**config.mk**
```make
export PLATFORM = sky130hd
export DESIGN_NAME = binary_cellular_automaton_smoother
export DESIGN_NICKNAME = d
export VERILOG_FILES = /design/src/rtl/bcasmooth_pkg.sv /design/src/rtl/binary_cellular_automaton_smoother.sv
export SDC_FILE = /design/constraint.sdc
export NUM_CORES = 1
export LEC_CHECK = 0
export ABC_AREA = 1
export BUFFER_PORTS_ARGS = -buffer_cell sky130_fd_sc_hd__buf_4
export CORE_ASPECT_RATIO = 0.8
export CORE_MARGIN = 4
export CORE_UTILIZATION = 35
export DETAILED_ROUTE_END_ITERATION = 10
export GPL_TIMING_DRIVEN = 0
export SLEW_MARGIN = 20
export SYNTH_ARGS = -nofsm -noshare
export SYNTH_HDL_FRONTEND = slang
export SYNTH_SLANG_ARGS = --single-unit
```
**constraint.sdc**
```tcl
create_clock -name aclk -period 23.6 [get_ports aclk]
set_input_delay 4.72 -clock aclk [delete_from_list [all_inputs] [get_ports aclk]]
set_output_delay 4.72 -clock aclk [all_outputs]
set_load 0.01 [all_outputs]
```
**src/rtl/bcasmooth_pkg.sv**
```systemverilog
// shared constants, types and helpers of the binary cellular automaton smoother
package bcasmooth_pkg;

    localparam int CoordWidth = 7;
    localparam int DimWidth   = 8;
    localparam int SetWidth   = 4;
    localparam int ClearWidth = 5;
    localparam int CountWidth = 4;
    localparam int CfgIdxW    = 2;
    localparam int CfgDataW   = 8;

    localparam logic [CfgIdxW-1:0] CFG_GRID_WIDTH      = 2'd0;
    localparam logic [CfgIdxW-1:0] CFG_GRID_HEIGHT     = 2'd1;
    localparam logic [CfgIdxW-1:0] CFG_SET_THRESHOLD   = 2'd2;
    localparam logic [CfgIdxW-1:0] CFG_CLEAR_THRESHOLD = 2'd3;

    localparam logic [DimWidth-1:0]   DIM_MIN        = 8'd3;
    localparam logic [DimWidth-1:0]   DIM_MAX        = 8'd128;
    localparam logic [DimWidth-1:0]   RESET_DIM      = 8'd100;
    localparam logic [SetWidth-1:0]   RESET_SET_THR  = 4'd6;
    localparam logic [ClearWidth-1:0] RESET_CLR_THR  = 5'd4;

    typedef logic [8:0] window_t;

    function automatic logic [CountWidth-1:0] pop9(input window_t w);
        logic [CountWidth-1:0] n;
        n = '0;
        for (int i = 0; i < 9; i++) begin
            n = n + CountWidth'(w[i]);
        end
        return n;
    endfunction

endpackage

```
**src/rtl/binary_cellular_automaton_smoother.sv**
```systemverilog
// top level of the binary cellular automaton smoother: line stores, 3x3 window, result register
//
//  channel  ports                                              direction
//  s_       s_valid s_ready s_cell_value s_frame_start         in
//  m_       m_valid m_ready m_out_row m_out_col m_new_value    out
//           m_pass_done
//  cfg_     cfg_we cfg_addr cfg_wdata                          in
//
// one cell per cycle unless stalled; a cell's result is registered after the window stage
// the line stores are read at the transfer edge, the window and rule act in the next cycle
// the window recurrence (updated centre feeding the next cell) closes within the window stage
// aresetn is synchronous; line store contents are not cleared, counters and window are
// a stalled result holds an interior cell in the window stage, which holds s_ready low
module binary_cellular_automaton_smoother
    import bcasmooth_pkg::*;
#(
    parameter int MAX_WIDTH = 128
) (
    input  logic                  aclk,
    input  logic                  aresetn,
    input  logic                  cfg_we,
    input  logic [CfgIdxW-1:0]    cfg_addr,
    input  logic [CfgDataW-1:0]   cfg_wdata,
    input  logic                  s_valid,
    output logic                  s_ready,
    input  logic                  s_cell_value,
    input  logic                  s_frame_start,
    output logic                  m_valid,
    input  logic                  m_ready,
    output logic [CoordWidth-1:0] m_out_row,
    output logic [CoordWidth-1:0] m_out_col,
    output logic                  m_new_value,
    output logic                  m_pass_done
);

    localparam int LineDepth = (MAX_WIDTH < 128) ? MAX_WIDTH : 128;
    localparam int AddrW     = (LineDepth > 1) ? $clog2(LineDepth) : 1;
    localparam logic [DimWidth-1:0] WidthMax = DimWidth'(LineDepth);

    logic [DimWidth-1:0]   grid_width_reg, grid_height_reg;
    logic [SetWidth-1:0]   set_thr_reg;
    logic [ClearWidth-1:0] clr_thr_reg;

    logic                  original_mem [LineDepth];
    logic                  updated_mem  [LineDepth];

    logic [CoordWidth-1:0] row_cnt_reg, col_cnt_reg;
    window_t               window_reg, window_next;

    logic                  s1_valid_reg, s1_bit_reg, s1_inrange_reg;
    logic                  s1_top_reg, s1_mid_reg;
    logic [CoordWidth-1:0] s1_row_reg, s1_col_reg;

    logic                  pend_wr_reg;
    logic [AddrW-1:0]      pend_addr_reg;
    logic                  pend_data_reg;

    logic                  m_valid_reg, m_new_value_reg, m_pass_done_reg;
    logic [CoordWidth-1:0] m_out_row_reg, m_out_col_reg;

    logic [DimWidth-1:0]   w_eff, h_eff;
    logic [CoordWidth-1:0] w_m1, h_m1;
    logic                  s_xfer;
    logic [CoordWidth-1:0] r0, c0;
    logic                  c0_inrange;
    logic [AddrW-1:0]      rd_addr;

    logic                  top_b, mid_b;
    window_t               shifted;
    logic                  interior;
    logic [CountWidth-1:0] cnt;
    logic                  rule_val;
    logic                  out_free, s1_adv;
    logic [CoordWidth-1:0] s1_col_m1;
    logic                  s1_wr;
    logic                  uwe, uwd;
    logic [AddrW-1:0]      uwa;

    // effective dimensions
    always_comb begin
        if (grid_width_reg < DIM_MIN) begin
            w_eff = DIM_MIN;
        end else if (grid_width_reg > WidthMax) begin
            w_eff = WidthMax;
        end else begin
            w_eff = grid_width_reg;
        end
        if (grid_height_reg < DIM_MIN) begin
            h_eff = DIM_MIN;
        end else if (grid_height_reg > DIM_MAX) begin
            h_eff = DIM_MAX;
        end else begin
            h_eff = grid_height_reg;
        end
    end

    assign w_m1 = CoordWidth'(w_eff - 8'd1);
    assign h_m1 = CoordWidth'(h_eff - 8'd1);

    // input side
    assign s_xfer     = s_valid && s_ready;
    assign r0         = s_frame_start ? '0 : row_cnt_reg;
    assign c0         = s_frame_start ? '0 : col_cnt_reg;
    assign c0_inrange = {1'b0, c0} < (CoordWidth + 1)'(LineDepth);
    assign rd_addr    = AddrW'(c0);

    // window stage
    assign top_b    = s1_inrange_reg ? s1_top_reg : 1'b0;
    assign mid_b    = s1_inrange_reg ? s1_mid_reg : 1'b0;
    assign shifted  = {window_reg[7:6], s1_bit_reg, window_reg[4:3], mid_b,
                       window_reg[1:0], top_b};
    assign interior = (s1_row_reg >= 7'd2) && (s1_row_reg <= h_m1) &&
                      (s1_col_reg >= 7'd2) && (s1_col_reg <= w_m1);
    assign cnt      = pop9(shifted);

    always_comb begin
        rule_val = shifted[4];
        if (cnt >= set_thr_reg) begin
            rule_val = 1'b1;
        end
        if ($signed({1'b0, cnt}) <= $signed(clr_thr_reg)) begin
            rule_val = 1'b0;
        end
        window_next = shifted;
        if (interior) begin
            window_next[4] = rule_val;
        end
    end

    assign out_free  = !m_valid_reg || m_ready;
    assign s1_adv    = s1_valid_reg && (!interior || out_free);
    assign s_ready   = !s1_valid_reg || s1_adv;
    assign s1_col_m1 = s1_col_reg - 7'd1;
    assign s1_wr     = s1_adv && (s1_col_reg != '0) &&
                       ({1'b0, s1_col_m1} < (CoordWidth + 1)'(LineDepth));

    // single write port of the updated line
    assign uwe = s1_wr || pend_wr_reg;
    assign uwa = s1_wr ? AddrW'(s1_col_m1) : pend_addr_reg;
    assign uwd = s1_wr ? window_next[4] : pend_data_reg;

    always_ff @(posedge aclk) begin
        if (s_xfer && c0_inrange) begin
            original_mem[rd_addr] <= s_cell_value;
        end
        if (uwe) begin
            updated_mem[uwa] <= uwd;
        end
    end

    always_ff @(posedge aclk) begin
        if (s_xfer) begin
            s1_mid_reg <= original_mem[rd_addr];
            s1_top_reg <= (uwe && uwa == rd_addr) ? uwd : updated_mem[rd_addr];
        end
    end

    always_ff @(posedge aclk) begin
        if (!aresetn) begin
            grid_width_reg  <= RESET_DIM;
            grid_height_reg <= RESET_DIM;
            set_thr_reg     <= RESET_SET_THR;
            clr_thr_reg     <= RESET_CLR_THR;
            row_cnt_reg     <= '0;
            col_cnt_reg     <= '0;
            window_reg      <= '0;
            s1_valid_reg    <= 1'b0;
            pend_wr_reg     <= 1'b0;
            m_valid_reg     <= 1'b0;
        end else begin
            if (cfg_we) begin
                case (cfg_addr)
                    CFG_GRID_WIDTH:      grid_width_reg  <= cfg_wdata;
                    CFG_GRID_HEIGHT:     grid_height_reg <= cfg_wdata;
                    CFG_SET_THRESHOLD:   set_thr_reg     <= cfg_wdata[SetWidth-1:0];
                    CFG_CLEAR_THRESHOLD: clr_thr_reg     <= cfg_wdata[ClearWidth-1:0];
                    default: ;
                endcase
            end

            if (s_xfer) begin
                if (c0 >= w_m1) begin
                    col_cnt_reg <= '0;
                    row_cnt_reg <= (r0 >= h_m1) ? '0 : r0 + 7'd1;
                end else begin
                    col_cnt_reg <= c0 + 7'd1;
                end
                s1_valid_reg <= 1'b1;
            end else if (s1_adv) begin
                s1_valid_reg <= 1'b0;
            end

            // last column also stores its right-hand neighbour, in the following cycle
            pend_wr_reg <= s1_adv && (s1_col_reg == w_m1) &&
                           ({1'b0, s1_col_reg} < (CoordWidth + 1)'(LineDepth));

            if (s1_adv) begin
                window_reg <= window_next;
            end

            if (s1_adv && interior) begin
                m_valid_reg <= 1'b1;
            end else if (m_ready) begin
                m_valid_reg <= 1'b0;
            end
        end
    end

    always_ff @(posedge aclk) begin
        if (s_xfer) begin
            s1_bit_reg     <= s_cell_value;
            s1_row_reg     <= r0;
            s1_col_reg     <= c0;
            s1_inrange_reg <= c0_inrange;
        end
        pend_addr_reg <= AddrW'(s1_col_reg);
        pend_data_reg <= window_next[3];
        if (s1_adv && interior) begin
            m_out_row_reg   <= s1_row_reg - 7'd1;
            m_out_col_reg   <= s1_col_m1;
            m_new_value_reg <= rule_val;
            m_pass_done_reg <= (s1_row_reg == h_m1) && (s1_col_reg == w_m1);
        end
    end

    assign m_valid     = m_valid_reg;
    assign m_out_row   = m_out_row_reg;
    assign m_out_col   = m_out_col_reg;
    assign m_new_value = m_new_value_reg;
    assign m_pass_done = m_pass_done_reg;

    // write port never claimed twice
    assert property (@(posedge aclk) disable iff (!aresetn) pend_wr_reg |-> !s1_wr)
        else $error("updated line write collision");

    // results only for interior cells
    assert property (@(posedge aclk) disable iff (!aresetn)
        m_valid |-> (m_out_row != '0) && (m_out_col != '0))
        else $error("border cell emitted");

    // a result waits in the register while the window stage holds
    assert property (@(posedge aclk) disable iff (!aresetn)
        m_valid && !m_ready && s1_valid_reg && interior |-> !s_ready)
        else $error("window stage advanced into a full result register");

    // a stalled window stage keeps its cell
    assert property (@(posedge aclk) disable iff (!aresetn)
        s1_valid_reg && !s1_adv |=> s1_valid_reg && $stable(s1_col_reg) && $stable(s1_row_reg))
        else $error("stalled cell lost");

endmodule

```
==> key figures, run 1 <==
Outcome
  • Status: finished, final reports clean

Floorplan
  • I/O pin total: 35
  • Core Region: 47,000 um^2
  • Die X: 252 um
  • Die Height: 203 um
  • Die area: ~51,000 um^2
  • Initial core utilization: 0.353
  • # rows: 71

Clock tree
  • CTS resizes: 0
  • Cts hold-fix bufs: 0
  • Clk buf depth: 3
  • Clock net sink count: 345
  • Number of CTS-inserted buffers: 37
  • H-tree depth: 2
  • Post-CTS setup buffer count: 0
  • CTS tree: done
  • Worst skew pair latency: ~0.55 ns
  • CTS Root Cell: clkbuf_16
  • Clk slew on worst S/H paths: 0.06 ns

Power
  • Maximum vdd drop: 52.3 uV
  • Power Density: between 70 and 80 nW/um^2
  • Leakage: 6.82 nW

STA
  • Setup TNS Final: 0 ns
  • Fin crit share: 0.443
  • Pins Over Slew Limit: 0
  • Slew margin rel.: 0.230
  • Layout Skew: just over 0.02 ns
  • Slew at the pin closest to its max-slew limit: 1.15 ns
  • Max Clock Freq: 95.6 MHz
  • Final setup vio count: 0
  • Final Critical Period: 10.46 ns
  • RSZ-0062 raised after global routing: no
  • Final hold vios: 0

Yosys
  • Synthesized netlist net count: between 1,500 and 2,000
  • Post-synth EDFFs: slightly below 300
  • Synth top area cells: edfxtp_1 52%, nor2_1 8.5%, dfxtp_1 6.8%, nand2_1 4.5%, ha_1 3.4%
  • Cell with the most instances after synthesis: nor2_1
  • Yosys reg bits: around 350
  • Post-synth top flop: edfxtp_1
  • Yosys cell types: 57
  • Yosys warning count: 0
  • Mapped cell area: roughly 17,000 um^2
  • Post-Synthesis Cells: 1,630
  • Commonest cells in the netlist: 376 x nor2_1, 289 x edfxtp_1, 197 x nand2_1
  • Syn_area_per_cell: 10.2 um^2
  • Async SR Flop Fraction: 0
  • Area leader, netlist: edfxtp_1
  • Sequential area share after synthesis: 0.590
  • Top-area cell type share of the netlist area: 0.523

Routing
  • DRT Pass-1 Iters: 5
  • Final wirelength: 46,900 um
  • Routed via count: 12,600
  • ANT nets after route: 0
  • Average wire per standard cell: 19.9 um
  • DRC violations left: 0
  • Via density per instance: between 5 and 6
  • Initial DRC Count: 1,429

Worst setup path
  • R2R Path Start: window_reg[0]$_SDFFE_PN0N_
  • Critical path startpoint category: primary input
  • Crit Path Max Fanout: 3
  • FF-to-FF End: updated_mem[103]$_DFFE_PP_
  • Critical path origin: m_ready
  • Kind of critical path: primary input to output port
  • CP required: 18.88 ns
  • Setup crit end: s_ready
  • FF-to-FF path depth: 19
  • Crit path DAT: 5.74 ns
  • CP endpoint kind: output port
  • Worst R2R Setup Slack: 18.43 ns

Placement
  • Placed inst area: 17,800 um^2
  • Gpl congestion: 0.856
  • Post-DP HPWL: 31,000 um
  • IO buf count: 34

GRT
  • Gr usage total: 0.180
  • First-pass GRT wire length: 71,200 um
  • Number of global-route vias before repair: 12,200
  • Initial antenna violation count: 1
  • Largest net degree at the start of global routing: 130
  • Gr ovfl total: 0

Finish
  • Share of layout cells above drive strength 1: 0.123
  • Largest registers: original_mem x128, updated_mem x128
  • Nets: 1,774
  • Syn-to-layout area delta: 14.5%
  • Inserted Diodes: 0
  • Design Area, Final: about 19,000 um^2

Min path
  • Worst min path class: flip-flop to flip-flop
  • Hold_sp: s1_mid_reg$_DFFE_PP_

Job
  • Max-cap violations: 0
==> stage by stage <==
stage	cells	power, mW	utilization	setup slack [ns]	hold slack [ns]
5_1_grt	2356	1.54	0.405	13.10	0.444
3_5_place_dp	2288	0.886	0.378	13.17	0.412
4_1_cts	2356	1.49	0.405	13.17	0.432
6_report	2356	1.48	0.405	13.14	0.436
2_1_floorplan	1630	0.821	-	12.20	0.365
3_3_place_gp	2284	0.882	0.375	7.83	0.416
==> cell type report <==
class	count	area, um^2
buffer	59	313
clock buffer	51	1040
clock inverter	17	220
fill	4588	28000
inverter	138	533
multi-input combinational	1088	5970
sequential	345	9800
tap	620	776
timing repair buffer	38	362
==> routing by layer <==
| layer | wire [um] | GRT usage | part of all wire |
|---|---|---|---|
| met1 | 21000 | 0.259 | 0.45 |
| met2 | 20300 | 0.275 | 0.43 |
| met3 | 4430 | 0.0401 | 0.094 |
| met4 | 1120 | 0.0479 | 0.024 |
| met5 | 8 | 0 | 0.00017 |
==> how the worst min path moves through the flow <==
| stage | to | slack, ns | cells after the start |
|---|---|---|---|
| 2_1_floorplan | pend_data_reg$_DFF_P_ | 0.36 | 0 |
| 3_3_place_gp | pend_data_reg$_DFF_P_ | 0.42 | 0 |
| 3_5_place_dp | pend_data_reg$_DFF_P_ | 0.41 | 0 |
| 4_1_cts | pend_data_reg$_DFF_P_ | 0.43 | 0 |
| 5_1_grt | pend_data_reg$_DFF_P_ | 0.44 | 0 |
| 6_report | pend_data_reg$_DFF_P_ | 0.44 | 0 |
==> cells in the final DEF (no fill, tap or decap), types with 6 or more instances in the layout <==
master | netlist | routed
nand2_1 | 197 | 197
o211ai_1 | 14 | 14
buf_4 | 0 | 33
inv_2 | 13 | 13
a221oi_1 | 23 | 23
nor2_2 | 7 | 7
o22ai_1 | 14 | 14
clkbuf_1 | 26 | 33
a21oi_1 | 60 | 60
nor2_1 | 376 | 376
edfxtp_1 | 289 | 289
xnor2_1 | 8 | 8
clkinv_1 | 4 | 7
clkbuf_8 | 0 | 6
nand4_4 | 7 | 7
buf_6 | 6 | 7
o21ai_0 | 98 | 97
a211oi_1 | 14 | 14
clkbuf_16 | 0 | 37
dfxtp_1 | 56 | 56
xor2_1 | 13 | 13
nor3_1 | 25 | 25
a22o_1 | 7 | 7
nor2_4 | 6 | 6
nand2_2 | 11 | 11
buf_2 | 24 | 24
inv_1 | 117 | 117
nand4_1 | 17 | 17
nand2_4 | 22 | 22
ha_1 | 45 | 45
nand3_1 | 64 | 64
==> worst max-delay path: stages <==
cell and delay (ns):
buf_4 0.11, nor2_1 0.34, nand3_1 0.32, buf_4 0.25
==> cell families (layout without fill, tap and decap cells) <==
logic type / Yosys count / count (layout) / synth area share
DFF: 345 / 345 / 0.590
buffers and inverters: 197 / 303 / 0.0509
and+or+nand+nor: 749 / 749 / 0.208
xor gates and xnor gates: 21 / 21 / 0.0111
adders and majority gates: 50 / 50 / 0.0399
AOI/OAI and AO/OA: 268 / 268 / 0.100
==> report_power, final <==
group	total, mW	switching, mW	internal, mW
logic	0.186	0.129	0.0573
registers	0.690	0.00687	0.683
clock network	0.604	0.248	0.357
total	1.48	0.384	1.10
Note: power is estimated with default switching activity, not from simulation.
==> inputs of run 2 (changes only) <==
Clock period 23.6 ns to 9.2 ns, I/O delays scaled along.
==> key figures, run 2 (same netlist as run 1, synthesis figures left out) <==
Worst setup path
  • Crit path DAT: 3.91 ns (-1.83 ns)
  • Crit Path Max Fanout: 4 (+1)
  • Kind of critical path: flip-flop to output port
  • Slowest cell on crit path: o21ai_0
  • Critical path startpoint category: flip-flop
  • Crit path cell chain: nor2_1 > nand3_1 > inv_1 > o21ai_0 > ha_1 > nand4_1 > xor2_1 > ha_1 > nand2_1 > nor2_1 > nand4_1 > a21oi_1 > nand2_1 > inv_2 > nand3_1 > buf_4
  • CP endpoint kind: output port
  • CP required: 7.36 ns (-11.52 ns)
  • Crit path largest cell delay: 0.45 ns (+0.11 ns)

Finish
  • Nets: 1,772 (-0.11%)
  • Commonest non-fill, non-tap cells in the layout: 376 x nor2_1, 289 x edfxtp_1, 197 x nand2_1
  • Commonest non-fill, non-tap cell in the layout: nor2_1
  • Multi-input logic area: 5970 um^2 (unchanged)
  • Largest registers: original_mem x128, updated_mem x128
  • Final Util: 0.402 (-0.00229)
  • Share of layout cells above drive strength 1: 0.118 (-0.00434)
  • Final std cells w/o fill: 2,353 (-0.13%)
  • Layout fillers: 4,537 (-1.1%)
  • Syn-to-layout area delta: 13.9%
  • Storage cell area: 9800 um^2 (unchanged)

Job
  • Max-cap violations: 0 (unchanged)

Clock tree
  • CTS Root Cell: clkbuf_16
  • Clock net sink count: 345 (unchanged)
  • H-tree depth: 2 (unchanged)
  • Post-CTS setup buffer count: 0 (unchanged)
  • Clk buf depth: 3 (unchanged)
  • Cts hold-fix bufs: 0 (unchanged)
  • Worst skew pair latency: 0.55 ns (about the same)
  • Number of CTS-inserted buffers: 36 (-2.7%)
  • Clk slew on worst S/H paths: 0.06 ns (about the same)
  • CTS resizes: 0 (unchanged)
  • CTS tree: done

Routing
  • DRC violations left: 0 (unchanged)
  • Routed via count: 12,500 (-1.0%)
  • Final wirelength: 46,000 um (-1.9%)
  • DRT Pass-1 Iters: 8 (+3)
  • Via density per instance: 5.32 (-0.92%)
  • Average wire per standard cell: 19.5 um (-1.8%)
  • Initial DRC Count: 1,376 (-3.7%)
  • ANT nets after route: 0 (unchanged)

Power
  • Total power: 3.72 mW (+150%)
  • Leakage: 6.76 nW (-0.92%)
  • Maximum vdd drop: 159 uV (+200%)
  • Power Density: 197 nW/um^2 (+150%)

Floorplan
  • Die X: 252 um (unchanged)
  • Core Region: 47,000 um^2 (unchanged)
  • Die Height: 203 um (unchanged)
  • I/O pin total: 35 (unchanged)
  • Initial core utilization: 0.353 (unchanged)
  • Die area: 51,000 um^2 (unchanged)
  • # rows: 71 (unchanged)

STA
  • Final setup vio count: 0 (unchanged)
  • Hold slack final: 0.422 ns (-0.0140 ns)
  • Final hold vios: 0 (unchanged)
  • Slew margin rel.: 0.215 (-0.0155)
  • Pins Over Slew Limit: 0 (unchanged)
  • Layout Skew: 0.0218 ns (+0.00107 ns)
  • RSZ-0062 raised after global routing: no
  • Max Clock Freq: 174 MHz
  • Fin crit share: 0.625
  • Setup slack after layout: 3.45 ns (-9.69 ns)
  • Final Critical Period: about 5.7 ns
  • Slew at the pin closest to its max-slew limit: 1.17 ns (+0.0232 ns)

Placement
  • IO buf count: 34 (unchanged)
  • Placed Cells incl. Taps: 2,287 (-0.044%)
  • Gpl congestion: 0.865 (+1.0%)
  • Post-DP HPWL: 30,700 um (-1.2%)
  • DP Worst Slack: 3.76 ns (-9.41 ns)

Outcome
  • Status: finished, final reports clean

GRT
  • Initial antenna violation count: 1 (unchanged)
  • First-pass GRT wire length: 70,400 um (-1.2%)
  • Gr ovfl total: 0 (unchanged)
  • Gr usage total: 0.177 (-0.00239)
  • Number of global-route vias before repair: 11,900 (-1.8%)
  • Largest net degree at the start of global routing: 130 (unchanged)

Min path
  • Worst min path class: flip-flop to flip-flop
[run 2: through the flow]
step / area [um^2] / setup TNS (ns)
after global routing: 18900 / 0
after floorplan: 16600 / 0
after global placement: 17600 / -173.18
after detailed placement: 17700 / 0
after CTS: 18900 / 0
final: 18900 / 0
[run 2: cell type report]
type,instances,share of cell area
Antenna cell,1,0.000132
Sequential cell,345,0.518
Clock buffer,45,0.0511
Tap cell,620,0.0410
Timing Repair Buffer,37,0.0181
Clock inverter,20,0.0109
Multi-Input combinational cell,1088,0.316
Buffer,59,0.0165
Inverter,138,0.0282
[run 2: metal layers]
metal  vias to the layer above  routed length (um)  part of all wire  GRT usage
met5                         -                   0                 0          0
met4                         0                1130             0.025     0.0509
met3                        88                4690              0.10     0.0361
met2                       601               20100              0.44      0.268
met1                      6010               20100              0.44      0.258
li1                       5809                   -                 -          -
[run 2: critical path, delay by kind of cell (launching register included)]
| kind | cells | cell delay [ns] |
|---|---|---|
| XOR/XNOR | 1 | 0.19 |
| flip-flops | 1 | 0.40 |
| buffers and inverters | 3 | 0.39 |
| adder cells (fa/ha/maj) | 2 | 0.62 |
| AND/OR/NAND/NOR | 8 | 1.00 |
| AO/OA/AOI/OAI | 2 | 0.78 |
[run 2: worst paths after layout]
path | depth (start not counted) | startpoint | endpoint | slack, ns
worst max-delay path | 16 | grid_width_reg[2]$_SDFFE_PN1P_ | s_ready | 3.45
worst min-delay path | 0 | s1_mid_reg$_DFFE_PP_ | pend_data_reg$_DFF_P_ | 0.42
worst max register to register | 18 | window_reg[0]$_SDFFE_PN0N_ | updated_mem[103]$_DFFE_PP_ | 3.74
worst min register to register | 0 | s1_mid_reg$_DFFE_PP_ | pend_data_reg$_DFF_P_ | 0.42
[run 2: power breakdown]
group | total (mW) | switching (mW) | internal, mW
Combinational | 0.470 | 0.326 | 0.144
Sequential | 1.77 | 0.0171 | 1.75
Clock | 1.48 | 0.624 | 0.860
==> inputs of run 3 (changes only) <==
Clock period 9.2 ns to 5.35 ns, I/O delays scaled along.
==> key figures, run 3 (same netlist as run 1, synthesis figures left out) <==
Outcome
  • Status: finished, final reports clean

Routing
  • Average wire per standard cell: 19.9 um (+1.6%)
  • DRT Pass-1 Iters: 7 (-1)
  • Final wirelength: 46,700 um (+1.5%)
  • Via density per instance: 5.31 (about the same)
  • ANT nets after route: 0 (unchanged)
  • DRC violations left: 0 (unchanged)
  • Routed via count: 12,500 (-0.13%)
  • Initial DRC Count: 1,417 (+3.0%)

GRT
  • Number of global-route vias before repair: 12,100 (+1.4%)
  • First-pass GRT wire length: 71,400 um (+1.5%)
  • Initial antenna violation count: 1 (unchanged)
  • Gr ovfl total: 0 (unchanged)
  • Gr usage total: 0.179 (+0.00227)
  • Largest net degree at the start of global routing: 130 (unchanged)

Finish
  • Final std cells w/o fill: 2,351 (-0.085%)
  • Largest registers: original_mem x128, updated_mem x128
  • Multi-input logic area: 5980 um^2 (about the same)
  • Layout fillers: 4,575 (+0.84%)
  • Inserted Diodes: 0 (-1)
  • Share of layout cells above drive strength 1: 0.120 (+0.00122)
  • Commonest non-fill, non-tap cells in the layout: 376 x nor2_1, 289 x edfxtp_1, 197 x nand2_1
  • Final Util: 0.402 (about the same)
  • Commonest non-fill, non-tap cell in the layout: nor2_1
  • Nets: 1,774 (+0.11%)
  • Syn-to-layout area delta: 13.8% (about the same)
  • Storage cell area: 9800 um^2 (unchanged)

Power
  • Total power: 6.35 mW (+70%)
  • Leakage: 6.77 nW (about the same)
  • Power Density: 336 nW/um^2 (+71%)
  • Maximum vdd drop: 238 uV (+49%)

Clock tree
  • CTS Root Cell: clkbuf_16
  • CTS tree: done
  • Worst skew pair latency: 0.54 ns (about the same)
  • Clk buf depth: 3 (unchanged)
  • Clock net sink count: 345 (unchanged)
  • Clk slew on worst S/H paths: 0.06 ns (about the same)
  • H-tree depth: 2 (unchanged)
  • Number of CTS-inserted buffers: 37 (+2.8%)

STA
  • Max Clock Freq: 198 MHz
  • Hold slack final: 0.431 ns (+0.00858 ns)
  • Fin crit share: 0.945
  • Slew margin rel.: 0.221 (+0.00619)
  • RSZ-0062 raised after global routing: no
  • Final hold vios: 0 (unchanged)
  • Final setup vio count: 0 (unchanged)
  • Pins Over Slew Limit: 0 (unchanged)
  • Final Critical Period: 5.05 ns
  • Layout Skew: 0.0278 ns (+0.00596 ns)
  • Setup TNS Final: 0 ns (unchanged)
  • Slew at the pin closest to its max-slew limit: 1.16 ns (-0.00924 ns)

Job
  • Max-cap violations: 0 (unchanged)

Floorplan
  • Core Region: 47,000 um^2 (unchanged)
  • I/O pin total: 35 (unchanged)
  • Initial core utilization: 0.353 (unchanged)
  • Die Height: 203 um (unchanged)
  • # rows: 71 (unchanged)
  • Die X: 252 um (unchanged)
  • Die area: 51,000 um^2 (unchanged)

Worst setup path
  • CP required: 4.28 ns (-3.08 ns)
  • Critical path startpoint category: flip-flop
  • FF-to-FF path depth: 19 (+1)
  • Worst R2R Setup Slack: 0.32 ns (-3.42 ns)
  • Crit path DAT: 3.98 ns (+0.07 ns)
  • Crit Path Max Fanout: 4 (unchanged)
  • Kind of critical path: flip-flop to output port
  • CP endpoint kind: output port
  • FF-to-FF End: updated_mem[117]$_DFFE_PP_
  • R2R Path Start: window_reg[0]$_SDFFE_PN0N_

Placement
  • Gpl congestion: 0.869 (+0.44%)
  • Placed Cells incl. Taps: 2,288 (+0.044%)
  • Post-DP HPWL: 31,200 um (+1.8%)
  • IO buf count: 34 (unchanged)

Min path
  • Hold_sp: s1_mid_reg$_DFFE_PP_
  • Hold path cells: 0 (unchanged)
  • Worst min path class: flip-flop to flip-flop
  • Hold endpoint: pend_data_reg$_DFF_P_
==> run 3: cell types whose count changed in the layout (fill, tap and decap cells not counted) <==
cell and change:
clkinv_2 +3, bufinv_16 -2, clkinv_1 -2, clkinvlp_4 -2, buf_16 +1, buf_2 -1, clkbuf_16 +1, clkbuf_4 +1
diode_2 -1, o21ai_0 -1, o21ai_2 +1
==> run 3: critical path, stage by stage, from the launching register on <==
cell and delay [ns]:
dfxtp_1 0.40, nor2_1 0.07, nand3_1 0.10, inv_1 0.05
o21ai_0 0.45, ha_1 0.32, nand4_1 0.12, xor2_1 0.20
ha_1 0.32, nand2_1 0.10, nor2_1 0.13, nand4_1 0.18
a21oi_1 0.33, nand2_1 0.11, inv_2 0.11, nand3_1 0.24
buf_4 0.24
==> run 3: metal layers <==
metal  track usage  wire (um)  vias to the layer above  share of wire
li1              -          -                     5823              -
met1         0.259      21200                     6066           0.45
met2         0.276      20400                      511           0.44
met3        0.0392       4020                       90          0.086
met4        0.0448       1130                        2          0.024
met5             0          9                        -        0.00019
==> run 3: area by class of cell <==
cell class                 instances  share of cell area
sequential                       345               0.518
multi-input combinational       1088               0.316
clock buffer                      46              0.0524
tap                              620              0.0410
inverter                         138              0.0282
timing repair buffer              38              0.0195
buffer                            59              0.0167
clock inverter                    17             0.00735
==> run 3: worst max path at each step <==
stage                                 end                      startpoint  slack (ns)
2_1_floorplan    updated_mem[0]$_DFFE_PP_      window_reg[0]$_SDFFE_PN0N_        0.01
3_3_place_gp   updated_mem[103]$_DFFE_PP_      window_reg[0]$_SDFFE_PN0N_       -1.10
3_5_place_dp   updated_mem[100]$_DFFE_PP_      window_reg[0]$_SDFFE_PN0N_        0.24
4_1_cts        updated_mem[117]$_DFFE_PP_      window_reg[0]$_SDFFE_PN0N_        0.23
5_1_grt                           s_ready  grid_width_reg[2]$_SDFFE_PN1P_        0.02
6_report                          s_ready  grid_width_reg[2]$_SDFFE_PN1P_        0.30
==> run 3: power by group <==
part	internal, mW	switching (mW)
clock network	1.41	1.07
registers	3.01	0.0306
logic	0.257	0.565
==> run 3: what timing repair did <==
item	in CTS	in global routing
buffers inserted	0	0
hold buffers	0	0
endpoints found under the setup margin	0	67
resized for setup	0	2
hold endpoints to repair	0	0
==> run 3: stage by stage <==
stage / setup slack [ns] / area (um^2)
after global placement: -1.10 / 17700
after detailed placement: 0.239 / 17800
after CTS: 0.230 / 18900
after global routing: 0.0159 / 18900
after floorplan: 0.0130 / 16600
final: 0.297 / 18900
